`src/rtl/thash32_pkg.sv`:
```
`default_nettype none
// ----------------------------------------------------------------------------
// thash32_pkg
// Shared widths, codes and helpers for the 32-bit key tabulation hash.
// ----------------------------------------------------------------------------
package thash32_pkg;

    // Default structure of the tables
    localparam int HALF_BITS_DEF  = 16;
    localparam int ENTRY_BITS_DEF = 16;

    // Fixed payload widths
    localparam int KEY_W    = 32;
    localparam int SEL_W    = 2;
    localparam int INDEX_W  = 17;
    localparam int VALUE_W  = 16;
    localparam int BUCKET_W = 16;

    // Configuration port
    localparam int CFG_ADDR_W = 3;
    localparam int CFG_DATA_W = 32;
    localparam int BB_W       = 5;
    localparam logic [BB_W-1:0] BB_RESET = 5'd16;

    // Register index (paddr word bits)
    localparam logic REG_BUCKET_BITS = 1'b0;

    // Item operation codes
    localparam logic OP_HASH  = 1'b0;
    localparam logic OP_WRITE = 1'b1;

    // Table select codes
    localparam logic [SEL_W-1:0] SEL_HIGH = 2'd0;
    localparam logic [SEL_W-1:0] SEL_LOW  = 2'd1;
    localparam logic [SEL_W-1:0] SEL_SUM  = 2'd2;

    // Low-bit mask for a bucket count of 2^bits; saturates at BUCKET_W bits.
    function automatic logic [BUCKET_W-1:0] bucket_mask(input logic [BB_W-1:0] bits);
        logic [BB_W-1:0]   sat;
        logic [BUCKET_W:0] wide;
        begin
            sat  = (bits > BB_W'(BUCKET_W)) ? BB_W'(BUCKET_W) : bits;
            wide = ~({(BUCKET_W + 1){1'b1}} << sat);
            return wide[BUCKET_W-1:0];
        end
    endfunction

endpackage
`default_nettype wire

```
`src/rtl/thash32_out.sv`:
```
`default_nettype none
// ----------------------------------------------------------------------------
// thash32_out
// Combine stage: XOR the three table words, mask, and hold the result item.
// ----------------------------------------------------------------------------
module thash32_out #(
    parameter int ENTRY_BITS = thash32_pkg::ENTRY_BITS_DEF
) (
    input  wire logic                              i_clk,
    input  wire logic                              i_rst_n,
    input  wire logic                              i_load,
    input  wire logic [ENTRY_BITS-1:0]             i_hi_word,
    input  wire logic [ENTRY_BITS-1:0]             i_lo_word,
    input  wire logic [ENTRY_BITS-1:0]             i_sum_word,
    input  wire logic [thash32_pkg::BB_W-1:0]      i_bucket_bits,
    output logic                                   o_load_ready,
    output logic                                   o_out_valid,
    input  wire logic                              i_out_ready,
    output logic      [thash32_pkg::BUCKET_W-1:0]  o_bucket
);
    import thash32_pkg::*;

    logic                  r_b_valid;
    logic                  n_b_valid;
    logic                  r_out_valid;
    logic                  n_out_valid;
    logic [BUCKET_W-1:0]   r_bucket;
    logic [ENTRY_BITS-1:0] mix;
    logic [BUCKET_W-1:0]   mix_ext;
    logic                  out_free;
    logic                  b_go;

    assign mix = i_hi_word ^ i_lo_word ^ i_sum_word;

    generate
        if (ENTRY_BITS >= BUCKET_W) begin : g_trunc
            assign mix_ext = mix[BUCKET_W-1:0];
        end else begin : g_ext
            assign mix_ext = {{(BUCKET_W - ENTRY_BITS){1'b0}}, mix};
        end
    endgenerate

    assign out_free     = !r_out_valid || i_out_ready;
    assign b_go         = r_b_valid && out_free;
    assign o_load_ready = !r_b_valid || b_go;

    always_comb begin
        n_b_valid = r_b_valid;
        if (i_load) begin
            n_b_valid = 1'b1;
        end else if (b_go) begin
            n_b_valid = 1'b0;
        end
        n_out_valid = r_out_valid;
        if (b_go) begin
            n_out_valid = 1'b1;
        end else if (i_out_ready) begin
            n_out_valid = 1'b0;
        end
    end

    always_ff @(posedge i_clk) begin
        if (!i_rst_n) begin
            r_b_valid   <= 1'b0;
            r_out_valid <= 1'b0;
        end else begin
            r_b_valid   <= n_b_valid;
            r_out_valid <= n_out_valid;
        end
    end

    always_ff @(posedge i_clk) begin
        if (b_go) begin
            r_bucket <= mix_ext & bucket_mask(i_bucket_bits);
        end
    end

    assign o_out_valid = r_out_valid;
    assign o_bucket    = r_bucket;

endmodule
`default_nettype wire

```
`config.mk`:
```
export PLATFORM = sky130hd
export DESIGN_NAME = thash32_out
export DESIGN_NICKNAME = d
export VERILOG_FILES = /design/src/rtl/thash32_pkg.sv /design/src/rtl/thash32_out.sv
export SDC_FILE = /design/constraint.sdc
export NUM_CORES = 1
export LEC_CHECK = 0
export BUFFER_PORTS_ARGS = -buffer_cell sky130_fd_sc_hd__buf_2
export CORE_AREA = 3 3 57 59
export CTS_BUF_LIST = sky130_fd_sc_hd__clkbuf_8
export DETAILED_ROUTE_END_ITERATION = 10
export DIE_AREA = 0 0 60 62
export GPL_TIMING_DRIVEN = 1
export PLACE_DENSITY = 0.75
export SYNTH_ARGS = -nofsm -noshare
export SYNTH_HDL_FRONTEND = slang
export SYNTH_SLANG_ARGS = --single-unit
```
`constraint.sdc`:
```
create_clock -name i_clk -period 2 [get_ports i_clk]
set_input_delay 0.4 -clock i_clk [delete_from_list [all_inputs] [get_ports i_clk]]
set_output_delay 0.4 -clock i_clk [all_outputs]
set_load 0.02 [all_outputs]
```
==> impl_results.md <==
* Worst Path Arrival at 1050 ps
* Period utilization at 0.727
* Synth Register Bits at 18
* Most frequent cells in the layout: buf_2, xor2_1, xnor2_1, edfxtp_1, a21oi_1
* Final #Nets at 226
* Core box area at 0.00276 sq mm
* Syn avg cell area at 11.8 sq um
* FF/Latch Area at approximately 520 sq um
* Post-synth top area share at 0.434
* Critical R2R Launch: o_out_valid
* Clock Pin Slew Worst Setup and Hold Paths at 70 ps
* Die Span Y at 62 um
* Number of flops mapped to enable cells by yosys at 16
* Clock tree buffer depth at 2
* Worst Path Buf+Inv at 1
* Outcome: complete, no violations
* Synth async-reset ratio at 0
* Clock sinks at 18
* Maximum VDD drop at 0.411 mV
* Setup Fix Bufs, Post-CTS at 0
* Hold buffer count at cts at 0
* Hold Crit Class: primary input to register
* Total Routing Usage GR at 0.124
* Initial core utilization at 0.401
* Warnings from Yosys at 0
* Post-cts resize count at 0
* Final wirelength at 2.29 mm
* Antenna-violating nets left at 0
* Critical path endpoint category: primary output
* Hold Startpoint: i_rst_n
* I/O Pins at 75
* Ant diodes at 0
* Peak Freq at 688 MHz
* Fin crit period at 1450 ps
* # DRC at 0
* Worst Setup SP: o_out_valid
* Seq/Total Area, Yosys at 0.471
* TritonCTS buffer count at 3
* Netlist cell types at 23
* Layout area overhead at 38.2%
* RSZ-0062 raised after global routing: false
* Worst-Skew Late Latency at 250 ps
* DR vias/cell at around 4.7
* Congestion Overflow GR at 0
* Area contributors post-synth: edfxtp_1, xnor2_1, xor2_1, a21oi_1, dfxtp_1
* CP max stage cell: dfxtp_1
* Port Buffer Count at 74
* Worst-path maximum fanout at 4
* Syn Inst Count at 94
* Footprint of the multi-input gates at 529 sq um
* TritonCTS clock tree: yes
* Most common cell after layout, fill and taps aside: buf_2
* Max incr delay on CP at 320 ps
* Die area at 0.00372 sq mm
* Setup TNS at 0 ps
* Total power at about 1000 uW
* Worst path top cell family by delay: flip-flops
* Cell area power density at 653 mW/mm^2
* Fillers at 268
* DR pass1 iterations at 4
* Endpoints failing hold at 0
* Share of cells above drive strength 1 at 0.518
* Leading area contributor after synthesis: edfxtp_1
* Skew final at 2.92 ps
* Number of H-tree levels at 1
* Startpoint Class: register
* Largest net degree at the start of global routing at 17
* Slew margin rel. at 0.815
* Lkg Pwr at 0.686 nW
* Synth Net Count at 151
* Final Wtd Congestion at ~0.64
* First-pass GRT wire length at approximately 3.4 mm
* Dominant synthesized flop cell: edfxtp_1
* Setup Crit Path Kind: register to primary output
* Total of max-cap violations at 0
* HPWL after DPL at just under 2 mm
* Antenna violations before repair at 0
* Die Width at 60 um
* Number of global-route vias before repair at 907
* Vias at 934
* Row count at 19
* Initial DRC count at 14
* Least-Margin Pin Slew at approximately 280 ps
* Average wire per standard cell at 11.5 um
* Slew Limit Fails at 0
* Clock Root Buffer: clkbuf_8
* Post-synth design cell area at 0.00111 sq mm
* Critical path cell sequence: nor2b_1 -> nand2_1 -> buf_2
* Setup violations, final at 0
* Req. time, crit path at 1600 ps
[Yosys cell counts, types with 2 or more instances]
| master | number |
|---|---|
| nor2b_1 | 3 |
| nand2_1 | 3 |
| a21oi_1 | 9 |
| xnor2_1 | 16 |
| buf_4 | 2 |
| xor2_1 | 16 |
| nor3_2 | 3 |
| nor2_1 | 8 |
| buf_6 | 3 |
| inv_1 | 2 |
| dfxtp_1 | 2 |
| edfxtp_1 | 16 |
[registers in the layout, summed over array words and instances (netlist names)]
name / count
o_bucket: 16
r_b_valid: 1
o_out_valid: 1
[through the flow]
| stage | hold slack [ps] | utilization | worst slack [ps] | std cells | area, sq um |
|---|---|---|---|---|---|
| floorplan | 477 | - | 315 | 94 | 1110 |
| global placement | 489 | 0.534 | 655 | 195 | 1470 |
| detailed placement | 501 | 0.534 | 643 | 195 | 1470 |
| CTS | 355 | 0.554 | 529 | 199 | 1530 |
| global route | 369 | 0.554 | 445 | 199 | 1530 |
| finish | 359 | 0.554 | 547 | 199 | 1530 |
[worst paths after layout]
path                       end  slack, ps  cells past startpoint
setup / recovery  o_load_ready        550                      3
hold / removal     o_out_valid        360                      2
setup reg to reg  o_bucket[14]        850                      3
hold reg to reg    o_out_valid        520                      1
[power by group]
group	internal (mW)	switching, mW	leakage, nW	total [mW]
clock	0.175	0.115	0.0288	0.290
sequential	0.446	0.00645	0.168	0.453
combinational	0.120	0.135	0.488	0.256
[per-layer routing]
metal | vias up | part of all wire | wire [um] | GRT usage
met3 | 4 | 0.089 | 204 | 0.0289
met1 | 418 | 0.34 | 778 | 0.122
met4 | 0 | 0.011 | 26 | 0.0475
met2 | 44 | 0.56 | 1280 | 0.248
met5 | - | 0 | 0 | 0
li1 | 468 | - | - | -
[final cells by class]
type,instances,share of cell area
repair buffers,75,0.247
clock buffers,4,0.0360
inverters,2,0.00491
well taps,31,0.0254
multi-input cells,69,0.346
flip-flops and latches,18,0.340
[cell families (layout without fill, tap and decap cells)]
group,after synthesis,in the layout,share of synthesized area
buffers and inverters,7,81,0.0509
xor gates and xnor gates,32,32,0.253
and+or+nand+nor,21,21,0.130
DFF,18,18,0.471
AOI/OAI and AO/OA,16,16,0.0950
(Power assumes the default switching activity.)
