[src/rtl/thash32_pkg.sv]
`default_nettype none
// ----------------------------------------------------------------------------
// thash32_pkg
// Shared widths, codes and helpers for the 32-bit key tabulation hash.
// ----------------------------------------------------------------------------
package thash32_pkg;

    // Default structure of the tables
    localparam int HALF_BITS_DEF  = 16;
    localparam int ENTRY_BITS_DEF = 16;

    // Fixed payload widths
    localparam int KEY_W    = 32;
    localparam int SEL_W    = 2;
    localparam int INDEX_W  = 17;
    localparam int VALUE_W  = 16;
    localparam int BUCKET_W = 16;

    // Configuration port
    localparam int CFG_ADDR_W = 3;
    localparam int CFG_DATA_W = 32;
    localparam int BB_W       = 5;
    localparam logic [BB_W-1:0] BB_RESET = 5'd16;

    // Register index (paddr word bits)
    localparam logic REG_BUCKET_BITS = 1'b0;

    // Item operation codes
    localparam logic OP_HASH  = 1'b0;
    localparam logic OP_WRITE = 1'b1;

    // Table select codes
    localparam logic [SEL_W-1:0] SEL_HIGH = 2'd0;
    localparam logic [SEL_W-1:0] SEL_LOW  = 2'd1;
    localparam logic [SEL_W-1:0] SEL_SUM  = 2'd2;

    // Low-bit mask for a bucket count of 2^bits; saturates at BUCKET_W bits.
    function automatic logic [BUCKET_W-1:0] bucket_mask(input logic [BB_W-1:0] bits);
        logic [BB_W-1:0]   sat;
        logic [BUCKET_W:0] wide;
        begin
            sat  = (bits > BB_W'(BUCKET_W)) ? BB_W'(BUCKET_W) : bits;
            wide = ~({(BUCKET_W + 1){1'b1}} << sat);
            return wide[BUCKET_W-1:0];
        end
    endfunction

endpackage
`default_nettype wire

[src/rtl/thash32_cfg.sv]
`default_nettype none
// ----------------------------------------------------------------------------
// thash32_cfg
// APB-style register port holding the bucket_bits register.
// ----------------------------------------------------------------------------
module thash32_cfg (
    input  wire logic                                i_clk,
    input  wire logic                                i_rst_n,
    input  wire logic                                psel,
    input  wire logic                                penable,
    input  wire logic                                pwrite,
    input  wire logic [thash32_pkg::CFG_ADDR_W-1:0]  paddr,
    input  wire logic [thash32_pkg::CFG_DATA_W-1:0]  pwdata,
    output logic      [thash32_pkg::CFG_DATA_W-1:0]  prdata,
    output logic                                     pready,
    output logic      [thash32_pkg::BB_W-1:0]        o_bucket_bits
);
    import thash32_pkg::*;

    logic [BB_W-1:0] r_bucket_bits;
    logic [BB_W-1:0] n_bucket_bits;
    logic            wr_bb;

    assign pready = 1'b1;
    assign wr_bb  = psel && penable && pwrite && (paddr[2] == REG_BUCKET_BITS);
    assign n_bucket_bits = wr_bb ? pwdata[BB_W-1:0] : r_bucket_bits;

    always_ff @(posedge i_clk) begin
        if (!i_rst_n) begin
            r_bucket_bits <= BB_RESET;
        end else begin
            r_bucket_bits <= n_bucket_bits;
        end
    end

    // Read decode; the unused word reads as zero
    always_comb begin
        unique case (paddr[2])
            REG_BUCKET_BITS: prdata = {{(CFG_DATA_W - BB_W){1'b0}}, r_bucket_bits};
            default:         prdata = {CFG_DATA_W{1'b0}};
        endcase
    end

    assign o_bucket_bits = r_bucket_bits;

endmodule
`default_nettype wire

[config.mk]
export PLATFORM = sky130hd
export DESIGN_NAME = thash32_cfg
export DESIGN_NICKNAME = d
export VERILOG_FILES = /design/src/rtl/thash32_pkg.sv /design/src/rtl/thash32_cfg.sv
export SDC_FILE = /design/constraint.sdc
export NUM_CORES = 1
export LEC_CHECK = 0
export BUFFER_PORTS_ARGS = -buffer_cell sky130_fd_sc_hd__clkbuf_2
export CORE_MARGIN = 2
export CORE_UTILIZATION = 24
export DETAILED_ROUTE_END_ITERATION = 10
export MAX_ROUTING_LAYER = met4
export PLACE_DENSITY = 0.73
export SLEW_MARGIN = 20
export SYNTH_ARGS = -nofsm -noshare
export SYNTH_HDL_FRONTEND = slang
export SYNTH_SLANG_ARGS = --single-unit
[constraint.sdc]
create_clock -name i_clk -period 0.8 [get_ports i_clk]
set_input_delay 0.16 -clock i_clk [delete_from_list [all_inputs] [get_ports i_clk]]
set_output_delay 0.16 -clock i_clk [all_outputs]
set_load 0.05 [all_outputs]
==> results of run 1 <==
where the power goes:
group | internal, uW | switching [uW]
combinational | 78.5 | 360
sequential | 243 | 4.52
clock | 188 | 93.6
total | 509 | 458
repair_timing:
action | 4_1_cts | 5_1_grt
cloned | 0 | 0
endpoints found under the setup margin | 10 | 10
buffers inserted | 2 | 2
resized for setup | 19 | 10
area by class of cell:
class | instances | area [um^2] | area share (%)
clock buffer | 4 | 26.3 | 3.71
sequential | 5 | 119 | 16.8
tap | 27 | 33.8 | 4.77
multi-input combinational | 49 | 260 | 36.7
timing repair buffer | 25 | 269 | 38.0
layer usage:
metal  GRT usage, %  vias up  share of wire [%]
met5              -        -                  0
met4           5.71        0                  0
met3           2.16        0                7.5
met2           13.7       20                 60
met1           6.78      156                 33
li1               -      174                  -
how the worst min path moves through the flow:
stage / from / end / slack, ns / cells past startpoint
2_1_floorplan: pwdata[0] / o_bucket_bits[0] / 0.29 / 2
3_3_place_gp: pwdata[1] / o_bucket_bits[1] / 0.38 / 3
3_5_place_dp: pwdata[1] / o_bucket_bits[1] / 0.39 / 3
4_1_cts: pwdata[1] / o_bucket_bits[1] / 0.14 / 3
5_1_grt: pwdata[2] / o_bucket_bits[2] / 0.14 / 3
6_report: pwdata[1] / o_bucket_bits[1] / 0.14 / 3
logic make-up after synthesis:
family | Yosys count | synth area share (%)
other cells | 2 | 1.57
simple gates | 16 | 20.1
mux | 5 | 10.4
flops | 5 | 20.9
buf+inv | 30 | 47.0
cell usage in the layout (no fill, tap or decap), types with 2 or more instances in the layout:
cell type	count
and2b_4	5
buf_4	5
buf_8	5
clkbuf_16	3
clkbuf_2	10
clkbuf_4	3
conb_1	28
dfxtp_4	5
mux2i_1	5
nand2_1	7
nor2b_1	2
metrics by stage:
step	hold WS, ns	util, %	setup WS, ns	total power, uW
after floorplan	0.292	-	-0.0576	720
after global placement	0.383	27.7	-0.154	651
after CTS	0.140	35.1	-0.265	971
after global routing	0.143	36.8	-0.269	1020
final	0.143	36.8	-0.247	968
after detailed placement	0.391	27.7	-0.165	653
worst register-to-register path, cell delays in order, from the launching register on:
cell,delay [ns]
dfxtp_4,0.33
buf_6,0.11
buf_4,0.12
nand2_2,0.04
mux2i_1,0.06
==> impl_results.md, run 1 <==
* Routed WL at 910 um
* Routability cong. at 0.627
* Area of the core at 1920 um^2
* Final setup viols at 10
* # H-tree levels at 1
* Sequential element share of the synthesized area at 20.9%
* I/O pins at 78
* Area of the die at 2370 um^2
* Diodes inserted at 0
* Port Buffers at 20
* Worst R2R End: o_bucket_bits[2]
* Initial drt markers at 3
* Final worst path period need at 1.05 ns
* CTS Hold Bufs at 0
* Critical Path Stages at 2
* Commonest cells post-synth: buf_4, nand2_1, and2b_2, dfxtp_1, mux2i_1
* Critical path endpoint category: primary output
* Reg clk slew, reported paths at 0.04 ns
* Synth area leader: buf_4
* Maximum root-to-sink buffer count at 2
* Hold Path Class: input pin to flip-flop
* RSZ-0062 raised after global routing: yes
* Worst vdd ir at 0.640 mV
* Post-Synthesis Cells at 58
* Worst path bufs/invs at 1
* Via count at 350
* Fraction of layout cells with a size suffix above 1 at 47.0%
* Crit Path Max Fanout at 3
* Vias in the first global route at 303
* Worst path slowest cell: dfxtp_4
* Slowest stage delay, CP at 0.35 ns
* Share of the synthesized area in the top cell type at 43.9%
* Final period utilization at 131%
* EDFF count, synth at 0
* Via density per instance at 3.18
* Setup TNS at -2.06 ns
* CP endpoint: prdata[1]
* Synth Area per Inst at 8.26 um^2
* Max-cap check violation count at 0
* Clk_lat worst skew at 0.23 ns
* Fmax at 0.956 GHz
* Worst path arrival time at 0.89 ns
* Sink Count at 5
* Layout Nets at 124
* Grt total ovfl at 0
* Max FFs per register at 5
* TritonCTS Buffers at 3
* Yosys cell types at 10
* Dominant synthesized flop cell: dfxtp_1
* Worst Path Required at 0.64 ns
* Ranking of synthesized cells by area: buf_4, dfxtp_1, mux2i_1
* Pins Over Slew Limit at 0
* # rows at 16
* DR pass1 iterations at 2
* Failing checks: setup timing
* Post-route insts no fill at 110
* Die Y-Extent at 48.7 um
* Ys async rst share at 0%
* Cell family with most CP delay: flip-flops
* Routed Antenna Nets at 0
* Largest net degree at the start of global routing at 11
* PD cells at 1370 nW/um^2
* Reg-to-Reg Start: o_bucket_bits[2]
* Crit path setup slack, layout at -0.247 ns
* Cell area after synthesis at 479 um^2
* Yosys warning count at 0
* Final hold violations at 0
* Worst Path Class, Setup: flip-flop to primary output
* Setup crit start: o_bucket_bits[1]
* Design area at 708 um^2
* CTS Root Cell: clkbuf_4
* Top-count cell post-synth: buf_4
* Die Wd at 48.7 um
* Layout Skew at 0 ns
* Synthesis-stage register bit count at 5
* GRT Resource Usage Total at 7.65%
* Startpoint types: flip-flop
* HPWL after DPL at 682 um
* Number of fillers in the final layout at 220
* Routed len/inst at 8.27 um
* P&R area growth vs syn at 47.8%
* Critical-path cell list: and2b_4, buf_8
* Status: finished with violations
* CTS tree: yes
* Global-route wire length before repair at 1310 um
* Placed cell areas at 533 um^2
* Initial Util at 24.9%
* Initial antenna violation count at 0
* R2r worst-path depth at 4
* Leak at 0.000357 uW
* Setup slack, reg-to-reg at 0.02 ns
* Post-Place Cells at 102
* DRC at 0
Power figures use the tool's default switching activity.
==> run 2, diff against run 1 <==
Settings changed: CORE_MARGIN 2 to default, CORE_UTILIZATION 24 to 26, CTS_BUF_LIST from default to sky130_fd_sc_hd__clkbuf_8, PLACE_DENSITY 0.73 to 0.79.
==> run 2 against run 1 <==
Net effect:
- the run still ends with setup timing left
- sequential share of layout area decreased by 0.57 points
- clock power is 59% higher
- sequential power about the same
- register-to-register slack is essentially flat
- combinational power barely moved
- critical path type unchanged
- critical endpoint is now prdata[2]
- largest power group is now the clock network
==> impl_results.md, run 2 (same netlist as run 1, synthesis figures left out) <==
* Status: finished with violations
* Failing checks: setup timing
* Routability cong. at 0.591 (-5.7%)
* Commonest non-fill, non-tap cell in the layout: conb_1
* I/O pins at 78 (unchanged)
* Port Buffers at 20 (unchanged)
* Worst path arrival time at 0.87 ns (-0.02 ns)
* Worst Path Class, Setup: flip-flop to primary output
* Total power at 1140 uW (+17%)
* PD cells at 1550 nW/um^2 (+13%)
* Reg-to-Reg Start: o_bucket_bits[1]
* Routed Antenna Nets at 0 (unchanged)
* Maximum root-to-sink buffer count at 2 (unchanged)
* Startpoint types: flip-flop
* Slowest stage delay, CP at 0.34 ns (about the same)
* Final period utilization at 129% (-1.6 points)
* Area of the die at 2020 um^2 (-15%)
* Critical path endpoint category: primary output
* Vias in the first global route at 319 (+5.3%)
* Worst path slowest cell: dfxtp_4
* Grt total ovfl at 0 (unchanged)
* Fraction of layout cells with a size suffix above 1 at 46.3% (-0.65 points)
* Via count at 364 (+4.0%)
* Worst Path Required at 0.64 ns (about the same)
* Worst slack, placed at -0.183 ns (-0.0171 ns)
* Worst R2R End: o_bucket_bits[1]
* Min-delay src: pwdata[0]
* Area of the core at 1730 um^2 (-10%)
* CTS Root Cell: clkbuf_8
* Placed cell areas at 546 um^2 (+2.3%)
* Critical-path cell list: and2b_4, buf_12
* Fmax at 0.967 GHz (+1.2%)
* Initial Util at 27.8% (+2.8 points)
* Hold Path Class: input pin to flip-flop
* Pins Over Slew Limit at 0 (unchanged)
* Final hold violations at 0 (unchanged)
* Initial antenna violation count at 0 (unchanged)
* Routed len/inst at 8.15 um (-1.5%)
* RSZ-0062 raised after global routing: yes
* Largest net degree at the start of global routing at 11 (unchanged)
* Diodes inserted at 0 (unchanged)
* DRC at 0 (unchanged)
* DR pass1 iterations at 1 (-1)
* Max-cap check violation count at 0 (unchanged)
* Initial drt markers at 0 (-3)
* Via density per instance at 3.40 (+6.9%)
* Design area at 733 um^2 (+3.5%)
* Hold depth at 3 (unchanged)
* Layout Nets at 123 (-0.81%)
* Leak at 0.000365 uW (+2.2%)
* Max FFs per register at 5 (unchanged)
* Crit path setup slack, layout at -0.234 ns (+0.0125 ns)
* Sink Count at 5 (unchanged)
* Die Wd at 44.9 um (-7.7%)
* # rows at 15 (-1)
* CTS tree: yes
* # H-tree levels at 1 (unchanged)
* Die Y-Extent at 44.9 um (-7.7%)
* Layout Skew at 0 ns (unchanged)
* Final worst path period need at 1.03 ns (-0.0125 ns)
* Number of fillers in the final layout at 176 (-20%)
* Final setup viols at 10 (unchanged)
* GRT Resource Usage Total at 9.22% (+1.6 points)
* Area of the multi-input gates at 260 um^2 (unchanged)
* Routed WL at 872 um (-4.2%)
* Worst vdd ir at 0.645 mV (+0.89%)
* Setup TNS at -1.70 ns (+0.351 ns)
* Global-route wire length before repair at 1180 um (-10%)
* Reg clk slew, reported paths at 0.03 ns (about the same)
* Storage cell area at 119 um^2 (unchanged)
* Commonest cells after routing, fill and taps aside: conb_1, clkbuf_2, nand2_1
* Crit Path Max Fanout at 3 (unchanged)
* Setup slack, reg-to-reg at 0.03 ns (about the same)
* R2r worst-path depth at 4 (unchanged)
* WHS at 0.164 ns (+0.0208 ns)
* P&R area growth vs syn at 53.0%
* Hold Path End: o_bucket_bits[0]
* CTS Hold Bufs at 0 (unchanged)
* Clk_lat worst skew at 0.22 ns (about the same)
* TritonCTS Buffers at 3 (unchanged)
[run 2: cell types whose count changed in the layout (fill, tap and decap cells not counted), sizes merged]
cell	before	now
clkbuf	17	16
inv	0	1
buf	12	11
[run 2: critical path, delay by kind of cell, from the launching register on]
family	cells	cell delay (ns)
flip-flops	1	0.34
AND/OR/NAND/NOR	1	0.17
buffers and inverters	1	0.14
[run 2: cell type report]
type	instances	area share, %
sequential	5	16.2
clock buffer	3	5.63
timing repair buffer	24	37.9
tap	25	4.27
multi-input combinational	49	35.5
clock inverter	1	0.512
[run 2: report_power, final]
| group | internal, uW | switching [uW] |
|---|---|---|
| Clock | 328 | 118 |
| Sequential | 244 | 4.78 |
| Combinational | 79.9 | 361 |
[run 2: through the flow]
stage	cells	util, %
6_report	107	42.5
5_1_grt	107	42.5
4_1_cts	105	40.1
3_5_place_dp	100	31.6
3_3_place_gp	100	31.6
2_1_floorplan	84	-
[run 2: how the worst max path moves through the flow]
stage	startpoint	end	depth (start not counted)
after floorplan	o_bucket_bits[4]	prdata[4]	1
after CTS	o_bucket_bits[0]	prdata[0]	2
after detailed placement	paddr[2]	o_bucket_bits[1]	4
after global placement	paddr[2]	o_bucket_bits[1]	4
after global routing	o_bucket_bits[2]	prdata[2]	2
final	o_bucket_bits[2]	prdata[2]	2
[run 2: what timing repair did]
action	CTS	global route
buffers inserted	1	2
setup endpoints to repair	10	10
gates resized for setup	18	11
[run 2: routing by layer]
metal	vias up	share of wire, %	GRT usage [%]
met5	-	0	-
met4	0	0	9.09
met3	0	11	4.40
met2	25	56	16.8
met1	169	33	5.84
li1	170	-	-
==> run 3, diff against run 2 <==
Settings changed: ABC_AREA from default to 1, CTS_CLUSTER_SIZE from default to 24, PLACE_DENSITY 0.79 to 0.78.
==> run 3 against run 2 <==
Net effect:
- the run still ends with setup timing left
- maximum frequency decreased by 1.4%
- clock power increased by 3%
- synthesized area is 1.8% higher
- hold slack improved by 0.0024 ns
- setup slack got worse by 0.015 ns
- non-clock buffer count decreased by 2
- global-route usage grew 2.4 points
- combinational power grew 15%
- critical path type unchanged
==> impl_results.md, run 3 <==
* Port Buffers at 20 (unchanged)
* Worst slack, placed at -0.161 ns (+0.0215 ns)
* Pins Over Slew Limit at 0 (unchanged)
* P&R area growth vs syn at 53.8%
* Final setup viols at 10 (unchanged)
* Die Wd at 45.3 um (+0.87%)
* Share of the synthesized area in the top cell type at 43.1% (-0.79 points)
* Routability cong. at 0.772 (+31%)
* Worst R2R End: o_bucket_bits[2]
* Layout Skew at 0 ns (unchanged)
* Sw power at 558 uW (+15%)
* Sequential element share of the synthesized area at 20.5% (-0.37 points)
* Total power at 1230 uW (+8.2%)
* Ys async rst share at 0% (unchanged)
* Diodes inserted at 0 (unchanged)
* Routed WL at 1040 um (+20%)
* Area of the die at 2050 um^2 (+1.7%)
* Via count at 443 (+22%)
* Layout Nets at 140 (+14%)
* R2r worst-path depth at 2 (-2)
* HPWL after DPL at 673 um
* Final worst path period need at 1.05 ns (+0.0152 ns)
* DR pass1 iterations at 4 (+3)
* CTS tree: yes
* Initial antenna violation count at 0 (unchanged)
* I/O pins at 78 (unchanged)
* Crit Path Max Fanout at 3 (unchanged)
* Worst path arrival time at 0.89 ns (+0.02 ns)
* CTS Hold Bufs at 0 (unchanged)
* Synthesis-stage register bit count at 5 (unchanged)
* Hold Path End: o_bucket_bits[4]
* Area of the core at 1750 um^2 (+1.1%)
* Synth Area per Inst at 6.51 um^2 (-21%)
* Sw Share at 45.4% (+2.8 points)
* Clk_lat worst skew at 0.22 ns (about the same)
* Worst vdd ir at 0.636 mV (-1.4%)
* Global-route wire length before repair at 1600 um (+36%)
* Worst path slowest cell: dfxtp_4
* Pint at 671 uW (+2.9%)
* EDFF count, synth at 0 (unchanged)
* Worst Path Class, Setup: flip-flop to primary output
* Clk pwr share at 37.6% (-1.7 points)
* Grt total ovfl at 0 (unchanged)
* Top-count cell post-synth: buf_4
* Leak at 0.000395 uW (+8.4%)
* Routed Antenna Nets at 0 (unchanged)
* Cell area after synthesis at 488 um^2 (+1.8%)
* Slowest stage delay, CP at 0.36 ns (+0.02 ns)
* Critical-path cell list: inv_4, nor2_4, buf_8
* Setup slack, reg-to-reg at 0.18 ns (+0.15 ns)
* RSZ-0062 raised after global routing: yes
* Commonest cells post-synth: buf_4, nor2_1, inv_1
* Commonest non-fill, non-tap cell in the layout: conb_1
* CTS Root Cell: clkbuf_8
* Fmax at 0.953 GHz (-1.4%)
* Initial Util at 28.0% (+0.20 points)
* TritonCTS Buffers at 3 (unchanged)
* PD cells at 1640 nW/um^2 (+5.7%)
* Largest net degree at the start of global routing at 8 (-3)
* Final period utilization at 131% (+1.9 points)
* Final hold violations at 0 (unchanged)
* Yosys warning count at 0 (unchanged)
* Via density per instance at 3.57 (+5.0%)
* Max FFs per register at 5 (unchanged)
* Max-cap check violation count at 0 (unchanged)
* Worst Path Required at 0.64 ns (about the same)
* Fraction of layout cells with a size suffix above 1 at 44.4% (-1.9 points)
* Critical path endpoint category: primary output
* Post-Synthesis Cells at 75 (+29%)
* Cell family with most CP delay: flip-flops
* Synth area leader: buf_4
* Die Y-Extent at 45.3 um (+0.87%)
* Hold depth at 3 (unchanged)
* Status: finished with violations
* Maximum root-to-sink buffer count at 2 (unchanged)
* Reg-to-Reg Start: o_bucket_bits[2]
* Yosys cell types at 12 (+2)
* Hold Path Class: input pin to flip-flop
* Vias in the first global route at 409 (+28%)
* DRC at 0 (unchanged)
* # rows at 15 (unchanged)
* Dominant synthesized flop cell: dfxtp_1
* Worst path bufs/invs at 2 (+1)
* Commonest cells after routing, fill and taps aside: conb_1, clkbuf_2, nor2_1
* Crit path setup slack, layout at -0.249 ns (-0.0152 ns)
* Setup crit start: o_bucket_bits[0]
* GRT Resource Usage Total at 11.7% (+2.4 points)
* Reg clk slew, reported paths at 0.04 ns (about the same)
* WHS at 0.166 ns (+0.00235 ns)
* Sink Count at 5 (unchanged)
* Routed len/inst at 8.42 um (+3.3%)
* # H-tree levels at 1 (unchanged)
* Min-delay src: pwdata[4]
* Failing checks: setup timing
* Startpoint types: flip-flop
* Setup TNS at -1.90 ns (-0.200 ns)
* Sequential share of power at 21.2% (-0.7 points)
* Ranking of synthesized cells by area: buf_4, dfxtp_1, nor2_1
* Initial drt markers at 2 (+2)
* Comb pwr share at 41.2% (+2.4 points)
run 3: cell types whose count changed in the layout (fill, tap and decap cells not counted), moves of 2 or more:
| cell | previous run | this run |
|---|---|---|
| and2b_4 | 5 | 0 |
| buf_12 | 2 | 0 |
| buf_6 | 4 | 1 |
| buf_8 | 4 | 7 |
| inv_1 | 1 | 7 |
| inv_2 | 0 | 4 |
| inv_4 | 0 | 2 |
| mux2i_1 | 5 | 0 |
| nand3_1 | 0 | 5 |
| nor2_1 | 0 | 8 |
| nor2_4 | 0 | 6 |
| nor2b_1 | 2 | 0 |
run 3: per-layer routing:
layer  global-route usage (%)  vias up  routed length [um]
li1                         -      211                   -
met1                     8.92      192                 349
met2                     22.9       36                 575
met3                     3.60        4                  80
met4                     7.27        0                  38
met5                        -        -                   0
run 3: metrics by stage:
| step | utilization, % | area [um^2] | std cells |
|---|---|---|---|
| 2_1_floorplan | - | 642 | 101 |
| 3_3_place_gp | 32.3 | 563 | 118 |
| 3_5_place_dp | 32.3 | 563 | 118 |
| 4_1_cts | 41.6 | 727 | 124 |
| 5_1_grt | 43.0 | 751 | 124 |
| 6_report | 43.0 | 751 | 124 |
run 3: cells by family (layout without fill, tap and decap cells):
group | after synthesis | after routing | synth area share, %
AND/OR/NAND/NOR | 27 | 27 | 24.6
AO/OA/AOI/OAI | 1 | 1 | 1.02
buffers and inverters | 40 | 38 | 52.3
other | 2 | 28 | 1.54
flip-flops | 5 | 5 | 20.5
run 3: cell type report:
| cell class | count | area [um^2] |
|---|---|---|
| Timing Repair Buffer | 22 | 238 |
| Tap cell | 25 | 31.3 |
| Inverter | 12 | 50.0 |
| Fill cell | 151 | 995 |
| Multi-Input combinational cell | 56 | 268 |
| Clock buffer | 3 | 41.3 |
| Clock inverter | 1 | 3.75 |
| Sequential cell | 5 | 119 |
run 3: worst max path at each step:
stage	to	slack, ns	cells past startpoint
floorplan	prdata[0]	-0.13	2
global placement	prdata[0]	-0.14	3
detailed placement	prdata[1]	-0.16	3
CTS	prdata[3]	-0.22	3
global route	prdata[0]	-0.27	3
finish	prdata[0]	-0.25	3
run 3: worst reg2reg max path: cells and delay by family (launching register included):
family | cells | cell delay (ns)
and+or+nand+nor | 2 | 0.16
DFF | 1 | 0.35
run 3: power by group through the flow:
| stage | Sequential [uW] | Clock, uW | Combinational, uW |
|---|---|---|---|
| final | 261 | 461 | 506 |
| after global routing | 262 | 498 | 530 |
| after CTS | 258 | 468 | 489 |
| after detailed placement | 261 | 0 | 453 |
| after global placement | 260 | 0 | 450 |
| after floorplan | 291 | 0 | 471 |
run 3: timing repair:
item,4_1_cts,5_1_grt
gates resized for setup,21,12
endpoints found under the setup margin,10,10
buffers inserted,2,0
pin swaps,5,3
endpoints found under the hold margin,0,0
